$ cat src/rtl/core/ysr_pkg.sv
// Shared types and constants for the YCbCr 4:2:2 to RGBA presenter.
package ysr_pkg;

  typedef struct packed {
    logic [31:0] source_base;
    logic [11:0] source_width;
    logic [11:0] source_height;
    logic [12:0] target_width;
    logic [12:0] target_height;
    logic [13:0] target_pitch;
  } cfg_t;

  typedef enum logic [2:0] {
    CFG_SOURCE_BASE   = 3'd0,
    CFG_SOURCE_WIDTH  = 3'd1,
    CFG_SOURCE_HEIGHT = 3'd2,
    CFG_TARGET_WIDTH  = 3'd3,
    CFG_TARGET_HEIGHT = 3'd4,
    CFG_TARGET_PITCH  = 3'd5
  } cfg_idx_t;

  localparam logic CMD_START = 1'b0;
  localparam logic CMD_DATA  = 1'b1;

  localparam logic [1:0] ST_OK        = 2'd0;
  localparam logic [1:0] ST_REJECT    = 2'd1;
  localparam logic [1:0] ST_IDLE_DATA = 2'd2;

  // Divider geometry: 13-bit row or column times a 12-bit source dimension.
  localparam int DIV_DW = 25;
  localparam int DIV_QW = 12;

  typedef enum logic [2:0] {
    JOB_REJECT,
    JOB_EMPTY,
    JOB_START,
    JOB_IDLE_ERR,
    JOB_PAIR
  } job_kind_t;

  typedef struct packed {
    job_kind_t   kind;
    logic [7:0]  y0;
    logic [7:0]  cb;
    logic [7:0]  y1;
    logic [7:0]  cr;
    logic [12:0] row;
    logic [12:0] col;
    logic [12:0] arow;
    logic [12:0] acol;
    logic        done;
  } job_t;

  typedef enum logic [2:0] {
    B_IDLE,
    B_CONV,
    B_DIV,
    B_ADDR,
    B_SUM,
    B_OUT
  } back_state_t;

endpackage

$ cat src/rtl/core/ysr_front.sv
// Front end: accepts commands, tracks frame position and queues jobs.
module ysr_front #(
  parameter int MAX_SOURCE_DIM = 1024,
  parameter int MAX_TARGET_DIM = 4096
) (
  input  logic          clk,
  input  logic          rst_n,
  input  ysr_pkg::cfg_t cfg,
  input  logic          in_valid,
  output logic          in_ready,
  input  logic          in_command,
  input  logic [7:0]    in_luma_first,
  input  logic [7:0]    in_chroma_blue,
  input  logic [7:0]    in_luma_second,
  input  logic [7:0]    in_chroma_red,
  input  logic          q_full,
  output logic          q_push,
  output ysr_pkg::job_t q_job
);

  logic        active_r, active_nxt;
  logic [12:0] row_r, row_nxt;
  logic [12:0] col_r, col_nxt;
  logic        bad_cfg;
  logic        empty_frame;
  logic [12:0] ncol, nrow;
  logic        done;

  assign in_ready = !q_full;
  assign q_push   = in_valid && !q_full;

  always_comb begin
    bad_cfg = (cfg.source_base == 32'd0) ||
              (cfg.source_width < 12'd2) ||
              (cfg.source_width > 12'(MAX_SOURCE_DIM)) ||
              (cfg.source_height < 12'd2) ||
              (cfg.source_height > 12'(MAX_SOURCE_DIM)) ||
              ({1'b0, cfg.target_width} > 14'(MAX_TARGET_DIM)) ||
              ({1'b0, cfg.target_height} > 14'(MAX_TARGET_DIM));
    empty_frame = (cfg.target_height == 13'd0) || (cfg.target_width < 13'd2);

    // Step two columns; wrap to the next row when the pair no longer fits.
    ncol = col_r + 13'd2;
    nrow = row_r;
    if (({1'b0, ncol} + 14'd1) >= {1'b0, cfg.target_width}) begin
      ncol = 13'd0;
      nrow = row_r + 13'd1;
    end
    done = (nrow >= cfg.target_height) ||
           (({1'b0, ncol} + 14'd1) >= {1'b0, cfg.target_width});

    active_nxt = active_r;
    row_nxt    = row_r;
    col_nxt    = col_r;

    q_job.y0   = in_luma_first;
    q_job.cb   = in_chroma_blue;
    q_job.y1   = in_luma_second;
    q_job.cr   = in_chroma_red;
    q_job.row  = row_r;
    q_job.col  = col_r;
    q_job.arow = 13'd0;
    q_job.acol = 13'd0;
    q_job.done = 1'b0;
    q_job.kind = ysr_pkg::JOB_IDLE_ERR;

    if (in_command == ysr_pkg::CMD_START) begin
      active_nxt = 1'b0;
      row_nxt    = 13'd0;
      col_nxt    = 13'd0;
      if (bad_cfg) begin
        q_job.kind = ysr_pkg::JOB_REJECT;
      end else if (empty_frame) begin
        q_job.kind = ysr_pkg::JOB_EMPTY;
      end else begin
        q_job.kind = ysr_pkg::JOB_START;
        active_nxt = 1'b1;
      end
    end else if (active_r) begin
      q_job.kind = ysr_pkg::JOB_PAIR;
      q_job.done = done;
      q_job.arow = nrow;
      q_job.acol = ncol;
      if (done) begin
        active_nxt = 1'b0;
        row_nxt    = 13'd0;
        col_nxt    = 13'd0;
      end else begin
        row_nxt = nrow;
        col_nxt = ncol;
      end
    end
  end

  always_ff @(posedge clk) begin
    if (!rst_n) begin
      active_r <= 1'b0;
      row_r    <= 13'd0;
      col_r    <= 13'd0;
    end else if (q_push) begin
      active_r <= active_nxt;
      row_r    <= row_nxt;
      col_r    <= col_nxt;
    end
  end

endmodule

$ cat src/rtl/core/ysr_fifo.sv
// Two-entry job queue between front and back end.
module ysr_fifo (
  input  logic          clk,
  input  logic          rst_n,
  input  logic          push,
  input  ysr_pkg::job_t push_job,
  input  logic          pop,
  output ysr_pkg::job_t head_job,
  output logic          full,
  output logic          empty
);

  ysr_pkg::job_t mem_r [2];
  logic          wptr_r;
  logic          rptr_r;
  logic [1:0]    cnt_r;

  assign full     = (cnt_r == 2'd2);
  assign empty    = (cnt_r == 2'd0);
  assign head_job = mem_r[rptr_r];

  always_ff @(posedge clk) begin
    if (push) begin
      mem_r[wptr_r] <= push_job;
    end
  end

  always_ff @(posedge clk) begin
    if (!rst_n) begin
      wptr_r <= 1'b0;
      rptr_r <= 1'b0;
      cnt_r  <= 2'd0;
    end else begin
      if (push) begin
        wptr_r <= !wptr_r;
      end
      if (pop) begin
        rptr_r <= !rptr_r;
      end
      cnt_r <= cnt_r + {1'b0, push} - {1'b0, pop};
    end
  end

endmodule

$ cat src/rtl/core/ysr_div.sv
// Restoring divider, one quotient bit per cycle.
module ysr_div (
  input  logic                       clk,
  input  logic                       rst_n,
  input  logic                       start,
  input  logic [ysr_pkg::DIV_DW-1:0] dividend,
  input  logic [12:0]                divisor,
  output logic                       busy,
  output logic [ysr_pkg::DIV_QW-1:0] quotient
);

  localparam int CW = $clog2(ysr_pkg::DIV_DW + 1);

  logic [ysr_pkg::DIV_DW-1:0] q_r;
  logic [12:0]                rem_r;
  logic [12:0]                dvs_r;
  logic [CW-1:0]              cnt_r;
  logic                       busy_r;
  logic [13:0]                rem_sh;
  logic [13:0]                rem_sub;

  assign busy     = busy_r;
  assign quotient = q_r[ysr_pkg::DIV_QW-1:0];
  assign rem_sh   = {rem_r, q_r[ysr_pkg::DIV_DW-1]};
  assign rem_sub  = rem_sh - {1'b0, dvs_r};

  always_ff @(posedge clk) begin
    if (start) begin
      q_r   <= dividend;
      rem_r <= 13'd0;
      dvs_r <= divisor;
    end else if (busy_r) begin
      if (rem_sh >= {1'b0, dvs_r}) begin
        rem_r <= rem_sub[12:0];
        q_r   <= {q_r[ysr_pkg::DIV_DW-2:0], 1'b1};
      end else begin
        rem_r <= rem_sh[12:0];
        q_r   <= {q_r[ysr_pkg::DIV_DW-2:0], 1'b0};
      end
    end
  end

  always_ff @(posedge clk) begin
    if (!rst_n) begin
      busy_r <= 1'b0;
      cnt_r  <= '0;
    end else if (start) begin
      busy_r <= 1'b1;
      cnt_r  <= CW'(ysr_pkg::DIV_DW);
    end else if (busy_r) begin
      cnt_r <= cnt_r - CW'(1);
      if (cnt_r == CW'(1)) begin
        busy_r <= 1'b0;
      end
    end
  end

endmodule

$ cat src/rtl/core/ysr_back.sv
// Back end: color conversion, offset and scaled fetch address per job.
module ysr_back (
  input  logic          clk,
  input  logic          rst_n,
  input  ysr_pkg::cfg_t cfg,
  input  logic          q_empty,
  input  ysr_pkg::job_t q_head,
  output logic          q_pop,
  output logic          out_valid,
  input  logic          out_ready,
  output logic [1:0]    out_status,
  output logic          out_pixels_valid,
  output logic [31:0]   out_pixel_first,
  output logic [31:0]   out_pixel_second,
  output logic [25:0]   out_target_offset,
  output logic          out_fetch_valid,
  output logic [31:0]   out_fetch_address,
  output logic          out_frame_done
);

  ysr_pkg::back_state_t state_r, state_nxt;
  ysr_pkg::job_t        job_r;

  logic [1:0]  status_r;
  logic        pix_v_r;
  logic [31:0] pix0_r;
  logic [31:0] pix1_r;
  logic [25:0] offs_r;
  logic        fetch_v_r;
  logic [31:0] addr_r;
  logic        done_r;
  logic [11:0] sy_r;
  logic [11:0] sx_r;
  logic [23:0] prod_r;

  logic        need_addr;
  logic        div_start;
  logic        row_busy, col_busy;
  logic [11:0] row_q, col_q;
  logic [24:0] row_dvd, col_dvd;
  logic [26:0] offs_full;

  function automatic logic [7:0] sat_ch(logic signed [19:0] s);
    if (s[19]) begin
      return 8'd0;
    end else if (|s[18:16]) begin
      return 8'hFF;
    end
    return s[15:8];
  endfunction

  function automatic logic [31:0] to_argb(logic [7:0] y, logic [7:0] cb, logic [7:0] cr);
    logic signed [19:0] c, d, e, r, g, b;
    c = $signed({12'd0, y}) - 20'sd16;
    d = $signed({12'd0, cb}) - 20'sd128;
    e = $signed({12'd0, cr}) - 20'sd128;
    r = 20'sd298 * c + 20'sd409 * e + 20'sd128;
    g = 20'sd298 * c - 20'sd100 * d - 20'sd208 * e + 20'sd128;
    b = 20'sd298 * c + 20'sd516 * d + 20'sd128;
    return {8'hFF, sat_ch(r), sat_ch(g), sat_ch(b)};
  endfunction

  assign need_addr = (job_r.kind == ysr_pkg::JOB_START) ||
                     ((job_r.kind == ysr_pkg::JOB_PAIR) && !job_r.done);
  assign div_start = (state_r == ysr_pkg::B_CONV) && need_addr;
  assign row_dvd   = 25'(job_r.arow * cfg.source_height);
  assign col_dvd   = 25'(job_r.acol * cfg.source_width);
  assign offs_full = 27'(job_r.row * cfg.target_pitch) + {14'd0, job_r.col};

  ysr_div u_div_row (
    .clk      (clk),
    .rst_n    (rst_n),
    .start    (div_start),
    .dividend (row_dvd),
    .divisor  (cfg.target_height),
    .busy     (row_busy),
    .quotient (row_q)
  );

  ysr_div u_div_col (
    .clk      (clk),
    .rst_n    (rst_n),
    .start    (div_start),
    .dividend (col_dvd),
    .divisor  (cfg.target_width),
    .busy     (col_busy),
    .quotient (col_q)
  );

  always_comb begin
    state_nxt = state_r;
    q_pop     = 1'b0;
    case (state_r)
      ysr_pkg::B_IDLE: begin
        if (!q_empty) begin
          q_pop     = 1'b1;
          state_nxt = ysr_pkg::B_CONV;
        end
      end
      ysr_pkg::B_CONV: state_nxt = need_addr ? ysr_pkg::B_DIV : ysr_pkg::B_OUT;
      ysr_pkg::B_DIV: begin
        if (!row_busy && !col_busy) begin
          state_nxt = ysr_pkg::B_ADDR;
        end
      end
      ysr_pkg::B_ADDR: state_nxt = ysr_pkg::B_SUM;
      ysr_pkg::B_SUM:  state_nxt = ysr_pkg::B_OUT;
      ysr_pkg::B_OUT: begin
        if (out_ready) begin
          state_nxt = ysr_pkg::B_IDLE;
        end
      end
      default: state_nxt = ysr_pkg::B_IDLE;
    endcase
  end

  always_ff @(posedge clk) begin
    if (!rst_n) begin
      state_r <= ysr_pkg::B_IDLE;
    end else begin
      state_r <= state_nxt;
    end
  end

  always_ff @(posedge clk) begin
    case (state_r)
      ysr_pkg::B_IDLE: begin
        if (q_pop) begin
          job_r <= q_head;
        end
      end
      ysr_pkg::B_CONV: begin
        status_r  <= ysr_pkg::ST_OK;
        pix_v_r   <= 1'b0;
        pix0_r    <= 32'd0;
        pix1_r    <= 32'd0;
        offs_r    <= 26'd0;
        fetch_v_r <= 1'b0;
        addr_r    <= 32'd0;
        done_r    <= 1'b0;
        case (job_r.kind)
          ysr_pkg::JOB_REJECT:   status_r  <= ysr_pkg::ST_REJECT;
          ysr_pkg::JOB_EMPTY:    done_r    <= 1'b1;
          ysr_pkg::JOB_START:    fetch_v_r <= 1'b1;
          ysr_pkg::JOB_IDLE_ERR: status_r  <= ysr_pkg::ST_IDLE_DATA;
          ysr_pkg::JOB_PAIR: begin
            pix_v_r   <= 1'b1;
            pix0_r    <= to_argb(job_r.y0, job_r.cb, job_r.cr);
            pix1_r    <= to_argb(job_r.y1, job_r.cb, job_r.cr);
            offs_r    <= offs_full[25:0];
            fetch_v_r <= !job_r.done;
            done_r    <= job_r.done;
          end
          default: status_r <= ysr_pkg::ST_OK;
        endcase
      end
      ysr_pkg::B_DIV: begin
        sy_r <= row_q;
        sx_r <= {col_q[11:1], 1'b0};
      end
      ysr_pkg::B_ADDR: prod_r <= sy_r * cfg.source_width;
      ysr_pkg::B_SUM: begin
        addr_r <= cfg.source_base + {7'd0, prod_r, 1'b0} + {19'd0, sx_r, 1'b0};
      end
      default: begin
      end
    endcase
  end

  assign out_valid         = (state_r == ysr_pkg::B_OUT);
  assign out_status        = status_r;
  assign out_pixels_valid  = pix_v_r;
  assign out_pixel_first   = pix0_r;
  assign out_pixel_second  = pix1_r;
  assign out_target_offset = offs_r;
  assign out_fetch_valid   = fetch_v_r;
  assign out_fetch_address = addr_r;
  assign out_frame_done    = done_r;

  a_pix_zero: assert property (@(posedge clk) disable iff (!rst_n)
    out_valid && !out_pixels_valid |-> out_pixel_first == 32'd0 &&
      out_pixel_second == 32'd0 && out_target_offset == 26'd0)
    else $error("pixel fields not cleared");

  a_addr_zero: assert property (@(posedge clk) disable iff (!rst_n)
    out_valid && !out_fetch_valid |-> out_fetch_address == 32'd0)
    else $error("fetch address not cleared");

  a_fetch_done: assert property (@(posedge clk) disable iff (!rst_n)
    out_valid && out_fetch_valid |-> !out_frame_done)
    else $error("fetch issued on a frame-ending result");

  a_err_alone: assert property (@(posedge clk) disable iff (!rst_n)
    out_valid && out_status != ysr_pkg::ST_OK |->
      !out_pixels_valid && !out_fetch_valid && !out_frame_done)
    else $error("error result carries payload");

endmodule

$ cat src/rtl/core/yuv422_scaled_to_rgba.sv
// Top level of the YCbCr 4:2:2 to RGBA frame presenter with nearest scaling.
//
// Channels: in_* carries a command (start frame, or one fetched Y0 Cb Y1 Cr
// pair); out_* returns exactly one result per accepted item; cfg_* writes the
// six frame registers by index (always ready, write only while idle).
// Flow: a valid start returns the first pair's fetch address (bad registers
// give a reject status, an empty target frame_done); each pair returns two
// ARGB words, the destination word offset and the next fetch address, or
// frame_done on the last pair of the frame; a pair outside a frame gives an
// idle-data status. Timing: a result without a fetch address passes the queue
// and the back-end states IDLE, CONV and OUT; one with an address also passes
// DIV, where the two 25-step restoring dividers (source line and source
// column) run, then ADDR and SUM; one job is in the back end at a time.
// A two-entry job queue separates the front end from the back end, so up to
// two items are taken while a result waits on a stalled receiver; after that
// in_ready drops until out_ready frees the output register.
// Reset: synchronous, active low; registers return to 0, 640, 480, 640, 480,
// 640, the frame is idle and the queue empty.
module yuv422_scaled_to_rgba #(
  parameter int MAX_SOURCE_DIM = 1024,
  parameter int MAX_TARGET_DIM = 4096
) (
  input  logic        clk,
  input  logic        rst_n,
  input  logic        cfg_valid,
  output logic        cfg_ready,
  input  logic [2:0]  cfg_index,
  input  logic [31:0] cfg_data,
  input  logic        in_valid,
  output logic        in_ready,
  input  logic        in_command,
  input  logic [7:0]  in_luma_first,
  input  logic [7:0]  in_chroma_blue,
  input  logic [7:0]  in_luma_second,
  input  logic [7:0]  in_chroma_red,
  output logic        out_valid,
  input  logic        out_ready,
  output logic [1:0]  out_status,
  output logic        out_pixels_valid,
  output logic [31:0] out_pixel_first,
  output logic [31:0] out_pixel_second,
  output logic [25:0] out_target_offset,
  output logic        out_fetch_valid,
  output logic [31:0] out_fetch_address,
  output logic        out_frame_done
);

  ysr_pkg::cfg_t cfg_r;
  ysr_pkg::job_t push_job;
  ysr_pkg::job_t head_job;
  logic          q_push, q_pop, q_full, q_empty;

  // Configuration registers: always accept a transfer.
  assign cfg_ready = 1'b1;

  always_ff @(posedge clk) begin
    if (!rst_n) begin
      cfg_r.source_base   <= 32'd0;
      cfg_r.source_width  <= 12'd640;
      cfg_r.source_height <= 12'd480;
      cfg_r.target_width  <= 13'd640;
      cfg_r.target_height <= 13'd480;
      cfg_r.target_pitch  <= 14'd640;
    end else if (cfg_valid) begin
      case (cfg_index)
        ysr_pkg::CFG_SOURCE_BASE:   cfg_r.source_base   <= cfg_data;
        ysr_pkg::CFG_SOURCE_WIDTH:  cfg_r.source_width  <= cfg_data[11:0];
        ysr_pkg::CFG_SOURCE_HEIGHT: cfg_r.source_height <= cfg_data[11:0];
        ysr_pkg::CFG_TARGET_WIDTH:  cfg_r.target_width  <= cfg_data[12:0];
        ysr_pkg::CFG_TARGET_HEIGHT: cfg_r.target_height <= cfg_data[12:0];
        ysr_pkg::CFG_TARGET_PITCH:  cfg_r.target_pitch  <= cfg_data[13:0];
        default: begin
          // Drop writes beyond the register list.
        end
      endcase
    end
  end

  // Front end: classify commands and advance the frame position.
  ysr_front #(
    .MAX_SOURCE_DIM (MAX_SOURCE_DIM),
    .MAX_TARGET_DIM (MAX_TARGET_DIM)
  ) u_front (
    .clk            (clk),
    .rst_n          (rst_n),
    .cfg            (cfg_r),
    .in_valid       (in_valid),
    .in_ready       (in_ready),
    .in_command     (in_command),
    .in_luma_first  (in_luma_first),
    .in_chroma_blue (in_chroma_blue),
    .in_luma_second (in_luma_second),
    .in_chroma_red  (in_chroma_red),
    .q_full         (q_full),
    .q_push         (q_push),
    .q_job          (push_job)
  );

  // Job queue: hold up to two classified items.
  ysr_fifo u_fifo (
    .clk      (clk),
    .rst_n    (rst_n),
    .push     (q_push),
    .push_job (push_job),
    .pop      (q_pop),
    .head_job (head_job),
    .full     (q_full),
    .empty    (q_empty)
  );

  // Back end: convert, compute offsets and scaled addresses, drive results.
  ysr_back u_back (
    .clk               (clk),
    .rst_n             (rst_n),
    .cfg               (cfg_r),
    .q_empty           (q_empty),
    .q_head            (head_job),
    .q_pop             (q_pop),
    .out_valid         (out_valid),
    .out_ready         (out_ready),
    .out_status        (out_status),
    .out_pixels_valid  (out_pixels_valid),
    .out_pixel_first   (out_pixel_first),
    .out_pixel_second  (out_pixel_second),
    .out_target_offset (out_target_offset),
    .out_fetch_valid   (out_fetch_valid),
    .out_fetch_address (out_fetch_address),
    .out_frame_done    (out_frame_done)
  );

endmodule
$ cat config.mk
export PLATFORM = sky130hd
export DESIGN_NAME = yuv422_scaled_to_rgba
export DESIGN_NICKNAME = d
export VERILOG_FILES = /design/src/rtl/core/ysr_pkg.sv /design/src/rtl/core/ysr_front.sv /design/src/rtl/core/ysr_fifo.sv /design/src/rtl/core/ysr_div.sv /design/src/rtl/core/ysr_back.sv /design/src/rtl/core/yuv422_scaled_to_rgba.sv
export SDC_FILE = /design/constraint.sdc
export NUM_CORES = 2
export LEC_CHECK = 0
export BUFFER_PORTS_ARGS = -buffer_cell sky130_fd_sc_hd__buf_2
export CAP_MARGIN = 20
export CORE_MARGIN = 2
export CORE_UTILIZATION = 50
export CTS_CLUSTER_DIAMETER = 30
export DETAILED_ROUTE_END_ITERATION = 8
export HOLD_SLACK_MARGIN = 0.02
export PLACE_DENSITY = 0.72
export SLEW_MARGIN = 20
export SYNTH_ARGS = -nofsm -noshare
export SYNTH_HDL_FRONTEND = slang
export SYNTH_SLANG_ARGS = --single-unit
$ cat constraint.sdc
create_clock -name clk -period 12.2 [get_ports clk]
set_input_delay 1.22 -clock clk [delete_from_list [all_inputs] [get_ports clk]]
set_output_delay 1.22 -clock clk [all_outputs]
set_load 0.1 [all_outputs]
==> results_dict.tcl <==
set metrics [dict create \
    outcome "complete, no violations" \
    fin_nets 7736 \
    max_stage_delay_ps 630 \
    slew_viol_final 0 \
    fmax_mhz 124.4 \
    routed_wl_mm 153.8 \
    ant_nets 0 \
    hold_start "u_back.u_div_row.q_r[4]$_DFFE_PP_" \
    synthArstFlopShare_pct 0 \
    cts_setup_buffers 0 \
    io_buffers 201 \
    yosysWarnings 0 \
    vias 44760 \
    slew_headroom_pct 27.84 \
    r2r_start "u_back.job_r[65]$_DFFE_PP_" \
    synthFlopType "edfxtp_1" \
    reg2reg_slack_ps 4160 \
    finalHoldViolCount 0 \
    antenna_found_initial 20 \
    r2r_cells 28 \
    syn_area_um2 61200 \
    start_kind "flop" \
    fin_tns_setup_ps 0 \
    fin_skew_ps 24.19 \
    clk_pin_slew_ps 50 \
    die_h_um 353.9 \
    drtIter0Drc 3285 \
    cts_tree "yes" \
    clk_path_buf_depth 3 \
    grt_pass1_vias 45640 \
    synth_edf_count 498 \
    clock-sinks 666 \
    netlist_instances 6161 \
    overflow 0 \
    layout_setup_ws_ps 4160 \
    clock-root-buffer "clkbuf_16" \
    crit_type "reg -> reg" \
    cap_violations 0 \
    areaGrowthSynthToFinish_pct 12.62 \
    synth_cell_type_count 88 \
    drcViolationCount 0 \
    design.core.area_um2 121600 \
    worst_pin_slew_ps 1082 \
    postSynthNetCount 7579 \
    grt_pass1_wl_mm 245.9 \
    endpoint "u_back.out_pixel_second[8]$_SDFFCE_PN0P_" \
    drtPass1Iterations 6 \
    grt_usage_pct 24.84 \
    crit_path_start "u_back.job_r[65]$_DFFE_PP_" \
    cpMostUsedCell "ha_1" \
    dp_slack_ps 3917 \
    pin_count 203 \
    crit_arrival_ps 8500 \
    die-area_um2 125200 \
    rsz0062_at_grt "no" \
    worst-path-max-fanout 14 \
    cts_hold_buf 0 \
    worstSetupEndpointType "flop" \
    drive_gt1_share_pct 10.19 \
    fin_crit_sh_pct 65.90 \
    cts_inserted_buffers 152 \
    min_period_ps 8040 \
    hp-class "reg -> reg" \
    postCtsResizedCells 0 \
    setup_viol 0 \
    layout_commonest_cell "inv_1" \
    yosysSeqAreaShare_pct 29.93 \
    insertion_delay_ps 770 \
    n_fill_cell 10280 \
    wl_per_cell_um 19.04 \
    grt_max_degree 91 \
    start_util_pct 50.35 \
    ys_seq_elements 666 \
    vias_per_cell 5.540 \
    core.rowCount 128 \
    cts_max_level 4 \
    r2r_end "u_back.out_pixel_second[8]$_SDFFCE_PN0P_" \
    hpwl_mm 117.0 \
    avgSynthCellArea_um2 9.934 \
    post-route-util_pct 56.70 \
    critPathSlowestCell "nor3b_4" \
    die_w_um 353.9 \
    mostFrequentLayoutCells "inv_1, nand2_1, ha_1, fa_1, edfxtp_1" \
    gp_congestion 0.9232 \
    crit_required_ps 12660 \
]
## flip-flops by register name, indices dropped and copies added, names as in the netlist, 3 cells and up
name,flops
cfg_r,96
u_back.job_r,88
u_back.out_fetch_address,32
u_back.out_pixel_first,24
u_back.out_pixel_second,25
u_back.out_target_offset,26
u_back.prod_r,24
u_back.state_r,3
u_back.sx_r,11
u_back.sy_r,12
u_back.u_div_col.cnt_r,5
u_back.u_div_col.dvs_r,13
u_back.u_div_col.q_r,25
u_back.u_div_col.rem_r,13
u_back.u_div_row.cnt_r,5
u_back.u_div_row.dvs_r,13
u_back.u_div_row.q_r,25
u_back.u_div_row.rem_r,13
u_fifo.mem_r,176
u_front.col_r,13
u_front.row_r,13
## stage by stage
stage / area (um^2) / hold slack [ps] / cells
after floorplan: 61200 / 422.2 / 6161
after detailed placement: 63590 / 435.6 / 7789
after CTS: 68880 / 444.6 / 8071
after global placement: 63580 / 438.1 / 7789
final: 68920 / 443.0 / 8079
after global routing: 68920 / 462.7 / 8076
## metal layers
| layer | wire length, um | GRT usage (%) | vias up |
|---|---|---|---|
| li1 | - | - | 20960 |
| met1 | 64640 | 32.40 | 21990 |
| met2 | 72440 | 41.02 | 1456 |
| met3 | 10580 | 4.469 | 341 |
| met4 | 6088 | 9.889 | 14 |
| met5 | 88 | 0 | - |
## cells in the mapped netlist, types with 110 or more instances
| cell type | count | area, um^2 |
|---|---|---|
| clkbuf_1 | 196 | 735.7 |
| o21ai_0 | 174 | 870.8 |
| nand2_1 | 814 | 3055 |
| xor2_1 | 110 | 963.4 |
| fa_1 | 554 | 11090 |
| dfxtp_1 | 168 | 3363 |
| ha_1 | 791 | 9897 |
| xnor2_1 | 170 | 1489 |
| nor2_1 | 271 | 1017 |
| edfxtp_1 | 498 | 14950 |
| and2_1 | 246 | 1539 |
| inv_1 | 864 | 3243 |
| a21oi_1 | 301 | 1506 |
## how the worst min path moves through the flow
| stage | endpoint | slack, ps | depth (start not counted) |
|---|---|---|---|
| 3_3_place_gp | u_back.sx_r[11]$_DFFE_PP_ | 440 | 0 |
| 2_1_floorplan | u_back.sx_r[7]$_DFFE_PP_ | 420 | 0 |
| 4_1_cts | u_back.sy_r[4]$_DFFE_PP_ | 440 | 0 |
| 5_1_grt | u_back.sy_r[3]$_DFFE_PP_ | 460 | 0 |
| 6_report | u_back.sy_r[4]$_DFFE_PP_ | 440 | 0 |
| 3_5_place_dp | u_back.sy_r[3]$_DFFE_PP_ | 440 | 0 |
## cell type report
cell class	instances	area, um^2	area share, %
multi-input combinational	4397	38740	56.21
inverter	867	3258	4.727
timing repair buffer	234	1254	1.819
sequential	666	18320	26.58
clock buffer	179	4145	6.014
antenna	8	20.02	0.02905
tap	1625	2033	2.950
clock inverter	103	1147	1.665
## cell families after synthesis
family                   share of synthesized area (%)
AO/OA/AOI/OAI                                    8.940
adder cells (fa/ha/maj)                          34.29
flip-flops                                       29.93
AND/OR/NAND/NOR                                  13.65
multiplexers                                     2.169
other                                         0.006127
XOR/XNOR                                         4.117
buffers and inverters                            6.898
## critical path, delay by kind of cell, from the launching register on
kind	cells	cell delay, ps
flip-flops	1	400
AND/OR/NAND/NOR	5	1050
XOR/XNOR	1	190
buffers and inverters	3	290
AO/OA/AOI/OAI	10	2480
adder cells (fa/ha/maj)	9	3340
Power is left out: the tool's default activity adds up to more than one toggle a clock period on the data nets, which glitch-free logic cannot reach.
